File: config.mk
export PLATFORM = sky130hd
export DESIGN_NAME = line_printer_iot_column_formatter
export DESIGN_NICKNAME = d
export VERILOG_FILES = /design/src/rtl/core/lpc_pkg.sv /design/src/rtl/core/line_printer_iot_column_formatter.sv /design/src/rtl/core/lpc_front.sv /design/src/rtl/core/lpc_cmd_fifo.sv /design/src/rtl/core/lpc_back.sv
export SDC_FILE = /design/constraint.sdc
export NUM_CORES = 1
export LEC_CHECK = 0
export BUFFER_PORTS_ARGS = -buffer_cell sky130_fd_sc_hd__buf_4
export CELL_PAD_IN_SITES_DETAIL_PLACEMENT = 0
export CELL_PAD_IN_SITES_GLOBAL_PLACEMENT = 2
export CORE_ASPECT_RATIO = 2
export CORE_MARGIN = 10
export CORE_UTILIZATION = 37
export DETAILED_ROUTE_END_ITERATION = 8
export GPL_TIMING_DRIVEN = 0
export PLACE_DENSITY = 0.89
export SETUP_SLACK_MARGIN = 0.5
export SLEW_MARGIN = 0
export SYNTH_ARGS = -nofsm -noshare
export SYNTH_HDL_FRONTEND = slang
export SYNTH_SLANG_ARGS = --single-unit
export TNS_END_PERCENT = 20
File: constraint.sdc
create_clock -name clk -period 3.1 [get_ports clk]
set_input_delay 0.62 -clock clk [delete_from_list [all_inputs] [get_ports clk]]
set_output_delay 0.62 -clock clk [all_outputs]
set_load 0.05 [all_outputs]
File: src/rtl/core/lpc_pkg.sv
// ----------------------------------------------------------------------------
// lpc_pkg
// Shared types and constants of the line printer column formatter.
// ----------------------------------------------------------------------------
package lpc_pkg;

	localparam int unsigned TAB_WIDTH_DEF = 8;
	localparam logic [15:0] COLUMN_LIMIT_RST = 16'd132;

	localparam logic [6:0] CH_CR    = 7'h0D;
	localparam logic [6:0] CH_LF    = 7'h0A;
	localparam logic [6:0] CH_FF    = 7'h0C;
	localparam logic [6:0] CH_TAB   = 7'h09;
	localparam logic [6:0] CH_SPACE = 7'h20;
	localparam logic [6:0] CH_QMARK = 7'h3F;

	localparam int unsigned IOT_SKIP  = 0;
	localparam int unsigned IOT_CLEAR = 1;
	localparam int unsigned IOT_PRINT = 2;

	typedef struct packed {
		logic [2:0]  iot_bits;
		logic [11:0] accumulator;
	} in_item_t;

	typedef struct packed {
		logic       skip_request;
		logic       char_valid;
		logic [6:0] char_code;
		logic       last;
	} out_item_t;

	typedef enum logic [1:0] {
		CMD_NONE,
		CMD_LINE,
		CMD_TAB,
		CMD_CHAR
	} cmd_kind_t;

	typedef struct packed {
		logic       skip;
		cmd_kind_t  kind;
		logic [6:0] code;
	} cmd_t;

	typedef enum logic [1:0] {
		BK_IDLE,
		BK_TAB,
		BK_NEWLINE
	} back_state_t;

endpackage

File: src/rtl/core/line_printer_iot_column_formatter.sv
// ----------------------------------------------------------------------------
// line_printer_iot_column_formatter
// Line printer I/O instruction handler with column formatting.
// ----------------------------------------------------------------------------
// Usage: instructions enter through a queue-style port (push/full, one beat
// per instruction carrying iot_bits and accumulator). Results leave through
// a queue-style port (empty/pop); each beat carries skip_request, one
// character for the paper and last on the final beat of an instruction.
// The column limit is written on the cfg_valid/cfg_ready channel, which is
// always ready; write it only while the block is idle.
// The front answers skip and ready at acceptance and queues a command in a
// two-entry queue; the back end turns each command into results at one
// result per cycle while the receiver keeps popping, so an instruction gives
// one beat for a plain result, two for a character with an automatic newline
// and up to TAB_WIDTH for a tab, through the queue and the result register.
// Reset clears the column to 0, sets the printer ready flag and loads a
// column limit of 132. When the receiver stops popping, the result register
// holds its beat, the back end waits and the queue fills, then full rises.
// ----------------------------------------------------------------------------
module line_printer_iot_column_formatter import lpc_pkg::*; #(
	parameter int unsigned TAB_WIDTH = TAB_WIDTH_DEF
) (
	input  logic        clk,
	input  logic        arst_n,
	input  logic        push,
	output logic        full,
	input  in_item_t    in_item,
	output logic        empty,
	input  logic        pop,
	output out_item_t   out_item,
	input  logic        cfg_valid,
	output logic        cfg_ready,
	input  logic [15:0] cfg_data
);

	logic accept;
	cmd_t front_cmd, back_cmd;
	logic cmd_avail, cmd_pop;

	assign accept    = push && !full;
	assign cfg_ready = 1'b1;

	lpc_front u_front (
		.clk    (clk),
		.arst_n (arst_n),
		.accept (accept),
		.item   (in_item),
		.cmd    (front_cmd)
	);

	lpc_cmd_fifo u_fifo (
		.clk    (clk),
		.arst_n (arst_n),
		.wr_en  (accept),
		.wr_cmd (front_cmd),
		.full   (full),
		.rd_en  (cmd_pop),
		.avail  (cmd_avail),
		.rd_cmd (back_cmd)
	);

	lpc_back #(
		.TAB_WIDTH (TAB_WIDTH)
	) u_back (
		.clk       (clk),
		.arst_n    (arst_n),
		.cfg_we    (cfg_valid && cfg_ready),
		.cfg_data  (cfg_data),
		.cmd_avail (cmd_avail),
		.cmd       (back_cmd),
		.cmd_pop   (cmd_pop),
		.pop       (pop),
		.empty     (empty),
		.out_item  (out_item)
	);

endmodule

File: src/rtl/core/lpc_front.sv
// ----------------------------------------------------------------------------
// lpc_front
// Accepts instructions, answers the skip test, keeps the ready flag and
// classifies the character into a command for the back end.
// ----------------------------------------------------------------------------
module lpc_front import lpc_pkg::*; (
	input  logic     clk,
	input  logic     arst_n,
	input  logic     accept,
	input  in_item_t item,
	output cmd_t     cmd
);

	logic       ready_q;
	logic [6:0] ch;

	assign ch = item.accumulator[6:0];

	always_comb begin
		cmd.skip = item.iot_bits[IOT_SKIP] & ready_q;
		cmd.kind = CMD_NONE;
		cmd.code = 7'd0;
		if (item.iot_bits[IOT_PRINT]) begin
			priority if (ch == CH_CR || ch == CH_LF || ch == CH_FF) begin
				cmd.kind = CMD_LINE;
				cmd.code = ch;
			end else if (ch == CH_TAB) begin
				cmd.kind = CMD_TAB;
				cmd.code = CH_SPACE;
			end else if (ch < CH_SPACE) begin
				cmd.kind = CMD_CHAR;
				cmd.code = CH_QMARK;
			end else begin
				cmd.kind = CMD_CHAR;
				cmd.code = ch;
			end
		end
	end

	// print sets ready after the clear, so print wins
	always_ff @(posedge clk or negedge arst_n) begin
		if (!arst_n) begin
			ready_q <= 1'b1;
		end else if (accept) begin
			if (item.iot_bits[IOT_PRINT]) begin
				ready_q <= 1'b1;
			end else if (item.iot_bits[IOT_CLEAR]) begin
				ready_q <= 1'b0;
			end
		end
	end

endmodule

File: src/rtl/core/lpc_cmd_fifo.sv
// ----------------------------------------------------------------------------
// lpc_cmd_fifo
// Two-entry command queue between the front and the back end.
// ----------------------------------------------------------------------------
module lpc_cmd_fifo import lpc_pkg::*; (
	input  logic clk,
	input  logic arst_n,
	input  logic wr_en,
	input  cmd_t wr_cmd,
	output logic full,
	input  logic rd_en,
	output logic avail,
	output cmd_t rd_cmd
);

	cmd_t       mem_q [2];
	logic       wr_ptr_q;
	logic       rd_ptr_q;
	logic [1:0] count_q;

	assign full   = (count_q == 2'd2);
	assign avail  = (count_q != 2'd0);
	assign rd_cmd = mem_q[rd_ptr_q];

	always_ff @(posedge clk) begin
		if (wr_en) begin
			mem_q[wr_ptr_q] <= wr_cmd;
		end
	end

	always_ff @(posedge clk or negedge arst_n) begin
		if (!arst_n) begin
			wr_ptr_q <= 1'b0;
			rd_ptr_q <= 1'b0;
			count_q  <= 2'd0;
		end else begin
			if (wr_en) begin
				wr_ptr_q <= ~wr_ptr_q;
			end
			if (rd_en) begin
				rd_ptr_q <= ~rd_ptr_q;
			end
			unique case ({wr_en, rd_en})
				2'b10:   count_q <= count_q + 2'd1;
				2'b01:   count_q <= count_q - 2'd1;
				default: count_q <= count_q;
			endcase
		end
	end

endmodule

File: src/rtl/core/lpc_back.sv
// ----------------------------------------------------------------------------
// lpc_back
// Carries out print commands: tracks the column, expands tabs, forces the
// automatic newline and fills the result register.
// ----------------------------------------------------------------------------
module lpc_back import lpc_pkg::*; #(
	parameter int unsigned TAB_WIDTH = TAB_WIDTH_DEF
) (
	input  logic        clk,
	input  logic        arst_n,
	input  logic        cfg_we,
	input  logic [15:0] cfg_data,
	input  logic        cmd_avail,
	input  cmd_t        cmd,
	output logic        cmd_pop,
	input  logic        pop,
	output logic        empty,
	output out_item_t   out_item
);

	localparam int unsigned PW = $clog2(TAB_WIDTH);
	localparam int unsigned RW = $clog2(TAB_WIDTH + 1);

	back_state_t   state_q, state_d;
	logic [15:0]   col_q, col_d, col_inc;
	logic [PW-1:0] phase_q, phase_d, phase_inc;
	logic [RW-1:0] remain_q, remain_d, spaces;
	logic [15:0]   limit_q;
	out_item_t     out_q, out_d;
	logic          out_valid_q;
	logic          can_load, load, wrap;

	assign can_load = !out_valid_q || pop;
	assign empty    = !out_valid_q;
	assign out_item = out_q;

	// phase is column mod tab width, kept in step with the column
	assign col_inc = col_q + 16'd1;
	always_comb begin
		if (col_inc == 16'd0 || phase_q == PW'(TAB_WIDTH - 1)) begin
			phase_inc = '0;
		end else begin
			phase_inc = phase_q + PW'(1);
		end
	end

	assign spaces = RW'(TAB_WIDTH) - RW'(phase_q);
	assign wrap   = (limit_q != 16'd0) && (col_inc >= limit_q);

	// next state
	always_comb begin
		state_d = state_q;
		unique case (state_q)
			BK_IDLE: begin
				if (cmd_avail && can_load) begin
					if (cmd.kind == CMD_TAB && spaces != RW'(1)) begin
						state_d = BK_TAB;
					end else if (cmd.kind == CMD_CHAR && wrap) begin
						state_d = BK_NEWLINE;
					end
				end
			end
			BK_TAB: begin
				if (can_load && remain_q == RW'(1)) begin
					state_d = BK_IDLE;
				end
			end
			BK_NEWLINE: begin
				if (can_load) begin
					state_d = BK_IDLE;
				end
			end
			default: state_d = BK_IDLE;
		endcase
	end

	// outputs and datapath
	always_comb begin
		cmd_pop  = 1'b0;
		load     = 1'b0;
		col_d    = col_q;
		phase_d  = phase_q;
		remain_d = remain_q;
		out_d    = out_q;
		unique case (state_q)
			BK_IDLE: begin
				if (cmd_avail && can_load) begin
					cmd_pop = 1'b1;
					load    = 1'b1;
					out_d.skip_request = cmd.skip;
					out_d.char_valid   = 1'b1;
					out_d.char_code    = cmd.code;
					out_d.last         = 1'b1;
					unique case (cmd.kind)
						CMD_NONE: begin
							out_d.char_valid = 1'b0;
							out_d.char_code  = 7'd0;
						end
						CMD_LINE: begin
							col_d   = 16'd0;
							phase_d = '0;
						end
						CMD_TAB: begin
							out_d.last = (spaces == RW'(1));
							col_d      = col_inc;
							phase_d    = phase_inc;
							remain_d   = spaces - RW'(1);
						end
						CMD_CHAR: begin
							out_d.last = !wrap;
							col_d      = col_inc;
							phase_d    = phase_inc;
						end
						default: ;
					endcase
				end
			end
			BK_TAB: begin
				if (can_load) begin
					load     = 1'b1;
					out_d    = '{skip_request: 1'b0, char_valid: 1'b1, char_code: CH_SPACE,
						last: (remain_q == RW'(1))};
					col_d    = col_inc;
					phase_d  = phase_inc;
					remain_d = remain_q - RW'(1);
				end
			end
			BK_NEWLINE: begin
				if (can_load) begin
					load    = 1'b1;
					out_d   = '{skip_request: 1'b0, char_valid: 1'b1, char_code: CH_LF,
						last: 1'b1};
					col_d   = 16'd0;
					phase_d = '0;
				end
			end
			default: ;
		endcase
	end

	always_ff @(posedge clk or negedge arst_n) begin
		if (!arst_n) begin
			state_q     <= BK_IDLE;
			col_q       <= 16'd0;
			phase_q     <= '0;
			remain_q    <= '0;
			limit_q     <= COLUMN_LIMIT_RST;
			out_valid_q <= 1'b0;
		end else begin
			state_q  <= state_d;
			col_q    <= col_d;
			phase_q  <= phase_d;
			remain_q <= remain_d;
			if (cfg_we) begin
				limit_q <= cfg_data;
			end
			if (load) begin
				out_valid_q <= 1'b1;
			end else if (pop) begin
				out_valid_q <= 1'b0;
			end
		end
	end

	always_ff @(posedge clk) begin
		if (load) begin
			out_q <= out_d;
		end
	end

endmodule

* Word-level counts from Yosys, hierarchy flattened
Memory sizes are Yosys's and may differ from the RTL's.
Cells that the tools add are included.
** Cells by class
- $add $sub $neg :: 7
- Reductions and logical operators :: 30
- Bitwise logic cells :: 3
- Equality and inequality tests :: 23
- $lt $le $gt $ge :: 2
- Mux-type cells :: 42
** Operators by type and width (number)
- $mux W16 :: 3
- $pmux W16 S3 :: 1
- $pmux W16 S2 :: 1
- $mux W10 :: 3
- $pmux W10 S3 :: 1
- $eq A7 B4 Y1 const B :: 4
- $mux W9 :: 3
- $add A16 B1 Y16 const B :: 1
- $ge A16 B16 Y1 :: 1
- $logic_not A16 Y1 :: 1
- $reduce_bool A16 Y1 :: 1
- $mux W3 :: 4
- $mux W4 :: 3
- $eq A2 B2 Y1 const B :: 5
- $mux W2 :: 5
- $ne A2 B1 Y1 const B :: 5
- $reduce_and A5 Y1 :: 2
- $reduce_bool A2 Y1 :: 5
- $mux W1 :: 9
- $pmux W3 S3 :: 1
- $eq A4 B1 Y1 const B :: 2
- $mux W8 :: 1
- $pmux W4 S2 :: 1
- $reduce_and A4 Y1 :: 2
- other kinds (25) :: 42
** Storage, ports and cells
- Memories :: 1
- Register bits :: 57
- RAM bits :: 20
- Input bits :: 36
** Memory list
- u_fifo.mem_q :: words 2, bits a word 10, read ports 1, clocked after Yosys merged registers in 0, wr ports 1, line lpc_cmd_fifo.sv:16 : cmd_t mem_q [2];

* Logic depth before layout (Yosys ltp)
- Depth after elaboration :: 8
- Gate-level depth with buffers :: 12
- Depth with buffers taken out :: 11

* Cells and area by module
Synthesis repeated with hierarchy kept, for this count alone.
** Second synthesis, totals
- Cells, all modules :: 441
- Area total of the unflattened synthesis :: 4470.5 sq um
** By module, submodules not included
- lpc_back :: cells each 358, area each 3294.4 sq um, times used 1
- lpc_cmd_fifo :: cells each 47, area each 909.6 sq um, times used 1
- lpc_front :: cells each 33, area each 241.5 sq um, times used 1
- line_printer_iot_column_formatter :: cells each 3, area each 25.0 sq um, times used 1

* Least setup slack after synthesis
OpenSTA, ideal clock, no wires.
- Path kind :: register to register
- From :: reg u_back.col_q[0]
- To :: reg u_back.out_q (netlist bit u_back.out_item[0]), data pin
- Required time :: 2.931 ns
- Arrival time :: 2.455 ns
- Library setup time :: 0.169 ns
- Cell stages (with the launch flop) :: 12
- Path slack :: 0.476 ns
- Cells stage by stage :: dfrtp_1 ha_1 buf_4 nand3_2 nor4_4 xor2_2 ha_1 a21oi_1 nand2_1 a221oi_1 a21oi_1 o31ai_1
** RTL lines
- start: declaration :: line lpc_back.sv:25 : logic [15:0] col_q, col_d, col_inc;
- start signal: assignment :: line lpc_back.sv:151 : col_q <= col_d;
- end signal: assignment :: line lpc_back.sv:167 : out_q <= out_d;
- end: declaration :: line lpc_back.sv:29 : out_item_t out_q, out_d;

==> impl_metrics.env <==
export IMPL_switchingPower_mw=1.78
export IMPL_peakVddDrop_mv=0.422
export IMPL_die_y_um=175
export IMPL_n_antenna_cell=0
export IMPL_syn_avg_cell_area_um2=9.62
export IMPL_status="finished, final reports clean"
export IMPL_cp_end_kind="flop"
export IMPL_postLayoutCoreUtil_pct=48.3
export IMPL_maxCapViolations=0
export IMPL_max_freq_mhz=380
export IMPL_startpoint_type="flop"
export IMPL_cts_buffer_depth=2
export IMPL_r2r_start="u_back.col_q[0]"
export IMPL_slew_headroom_pct=34.4
export IMPL_gp_congestion=0.860
export IMPL_regToRegSetupSlack_ns=0.47
export IMPL_drv_slew=0
export IMPL_synth_edf_count=30
export IMPL_ant_nets=0
export IMPL_post_route_period_util_pct=84.8
export IMPL_coreArea_um2=11800
export IMPL_drc=0
export IMPL_synth_area_leaders="dfrtp_1, edfxtp_1, ha_1"
export IMPL_synth_top_area_share_pct=24.7
export IMPL_tightest_slew_ns=0.980
export IMPL_crit_end="u_back.out_item[0]"
export IMPL_finClkSkew_ns=0.00772
export IMPL_place_area_um2=4950
export IMPL_syn_num_nets=527
export IMPL_area_delta_synth_final_pct=27.5
export IMPL_synth_seq_cells=77
export IMPL_synth_distinct_cells=55
export IMPL_rows=56
export IMPL_seq_power_share_pct=34.4
export IMPL_setup_worst_path_start="u_back.col_q[0]"
export IMPL_swShare_pct=40.0
export IMPL_grt_max_degree=48
export IMPL_cts_tree="done"
export IMPL_clockPowerShare_pct=24.5
export IMPL_vias=3647
export IMPL_hold_buffers=0
export IMPL_yosysWarnings=0
export IMPL_syn_inst=463
export IMPL_grt_usage_pct=13.8
export IMPL_arrival_ns=2.80
export IMPL_hold_slack_ns=0.304
export IMPL_die_area_um2=17100
export IMPL_die_w_um=97.6
export IMPL_drtPass1Iterations=4
export IMPL_yosys_most_used_dff="dfrtp_1"
export IMPL_grt_setup_unrepaired="true"
export IMPL_cts_max_level=3
export IMPL_hpwl_um=8660
export IMPL_syn_area_um2=4460
export IMPL_setup_violations_final=0
export IMPL_power_density_nw_per_um2=781
export IMPL_critPathKind="reg -> reg"
export IMPL_nFillCells=1136
export IMPL_leakagePower_nw=2.54
export IMPL_async_flop_share_pct=61.0
export IMPL_finalWorstSetupSlack_ns=0.470
export IMPL_grt_pass1_wl_um=19000
export IMPL_dp_cells=650
export IMPL_grt_ovfl_total=0
export IMPL_yosysTopAreaCell="dfrtp_1"
export IMPL_cts_sinks=77
export IMPL_port_buffers=42
export IMPL_fin_cells=693
export IMPL_nNetsFinal=607
export IMPL_hp_class="in -> async"
export IMPL_power_internal_mw=2.66
export IMPL_critical_path_required_ns=3.27
export IMPL_r2r_end="u_back.out_item[0]"
export IMPL_design_area_um2=5680
export IMPL_drive_gt1_share_pct=24.5
export IMPL_io_pins=49
export IMPL_wl_per_cell_um=16.9
export IMPL_path_clk_slew_ns=0.06
export IMPL_cp_max_fo=6
export IMPL_worst_skew_pair_late_latency_ns=0.34
export IMPL_place_ws_ns=-0.0426
export IMPL_pwr_share_comb_pct=41.0
export IMPL_routed_wl_um=11700
export IMPL_grt_pass1_vias=3878
export IMPL_r2r_cells=11
export IMPL_antenna_found_initial=0
export IMPL_drt_iter0_markers=105
export IMPL_seq_area_frac_synth_pct=46.7
export IMPL_layout_min_cycle_time_ns=2.63
export IMPL_cts_buffers=9
export IMPL_cts_root_buf="clkbuf_16"
export IMPL_initial_core_util_pct=37.9
export IMPL_avgViaCountPerCell=5.26
export IMPL_hold_viol=0
## cell usage in the layout, fill, tap and decap left out, drive strengths merged, types with 3 or more instances in the layout
cell type,count
mux2i,12
nand4,6
nand3,14
edfxtp,30
nor2b,5
a21oi,20
o31ai,5
nand2b,9
nor3,6
inv,35
o21ai,59
buf,77
or3,3
xor2,11
and2,6
clkbuf,25
xnor2,10
ha,28
dfrtp,44
nor2,39
nor3b,3
nor4,9
o21a,8
dfstp,3
and4,3
nand2,44
and3,5
## cell families after synthesis
group	Yosys count	share of synthesized area, %
AO/OA/AOI/OAI	111	14.5
XOR/XNOR	21	4.30
adder cells (fa/ha/maj)	28	7.86
buffers and inverters	54	4.97
flip-flops	77	46.7
multiplexers	14	3.20
other	1	0.0842
AND/OR/NAND/NOR	157	18.4
## synth_stat cells, types with 2 or more instances
cell       count
a2111oi_0      2
a211o_1        2
a21oi_1       20
a22o_1         2
a22oi_1        2
and2_1         6
and3_1         5
and4_1         3
buf_2          3
buf_4          4
clkbuf_1      14
dfrtp_1       44
dfstp_2        3
edfxtp_1      30
ha_1          28
inv_1         32
mux2_2         2
mux2i_1       12
nand2_1       44
nand2b_1       9
nand3_1       13
nand4_1        5
nor2_1        39
nor2b_1        5
nor3_1         6
nor3b_1        3
nor4_1         7
nor4_4         2
o21a_1         8
o21ai_0       56
o21ai_1        3
o22ai_1        2
o31ai_1        5
or3_1          3
xnor2_1       10
xor2_1        10
## timing repair
action                                 CTS  global route
buffers inserted                        21             6
endpoints found under the hold margin    0             0
gates resized for setup                 30            18
pin swaps                               10             6
setup endpoints to repair                5            25
## layer usage
metal | up-vias | wire length [µm] | track usage [%]
li1 | 1792 | - | -
met1 | 1769 | 4170 | 12.5
met2 | 62 | 6880 | 27.6
met3 | 24 | 273 | 2.21
met4 | 0 | 399 | 7.80
met5 | - | 0 | 0
## per-stage QoR
stage / power [mW] / setup TNS (ns)
floorplan: 2.75 / 0
global placement: 3.26 / 0
global route: 4.73 / 0
finish: 4.43 / 0
CTS: 4.45 / 0
detailed placement: 3.29 / -0.0426
## area by class of cell
| type | instances | area, µm² | share of cell area [%] |
|---|---|---|---|
| buffer | 22 | 129 | 2.27 |
| clock buffer | 11 | 243 | 4.27 |
| clock inverter | 5 | 65.1 | 1.15 |
| inverter | 32 | 120 | 2.11 |
| multi-input combinational | 332 | 2320 | 40.9 |
| sequential | 77 | 2090 | 36.7 |
| tap | 145 | 181 | 3.19 |
| timing repair buffer | 69 | 531 | 9.34 |
## power groups by stage
stage                     Sequential [mW]  Clock, mW  Combinational, mW
after global routing                 1.55       1.16               2.02
after CTS                            1.52       1.11               1.82
after detailed placement             1.54          0               1.74
after floorplan                      1.73          0               1.02
after global placement               1.54          0               1.72
final                                1.53       1.09               1.82
## flip-flops by register name, indices dropped and copies added (netlist names), 2 cells and up
name	cells
u_back.phase_q	3
u_back.state_q	2
u_back.limit_q	16
u_back.out_item	10
u_back.col_q	16
u_back.remain_q	4
u_fifo.count_q	2
u_fifo.mem_q	20
## worst max-delay path, stage by stage, from the launching register on
cell and delay (ns):
dfrtp_2 0.42, ha_4 0.15, buf_6 0.12, nand3_4 0.10
nor4_4 0.32, xor2_2 0.22, ha_1 0.30, a21oi_2 0.15
nand2_1 0.10, a221oi_4 0.25, a21oi_2 0.13, o31ai_1 0.20
## worst min-delay path by stage
stage	start	to	slack, ns
2_1_floorplan	arst_n	u_back.col_q[0]	0.32
3_3_place_gp	u_fifo.wr_ptr_q	u_fifo.wr_ptr_q	0.48
3_5_place_dp	u_fifo.wr_ptr_q	u_fifo.wr_ptr_q	0.49
4_1_cts	arst_n	u_back.limit_q[14]	0.32
5_1_grt	arst_n	u_back.limit_q[14]	0.35
6_report	arst_n	u_back.limit_q[14]	0.30
Power figures use the tool's default switching activity.
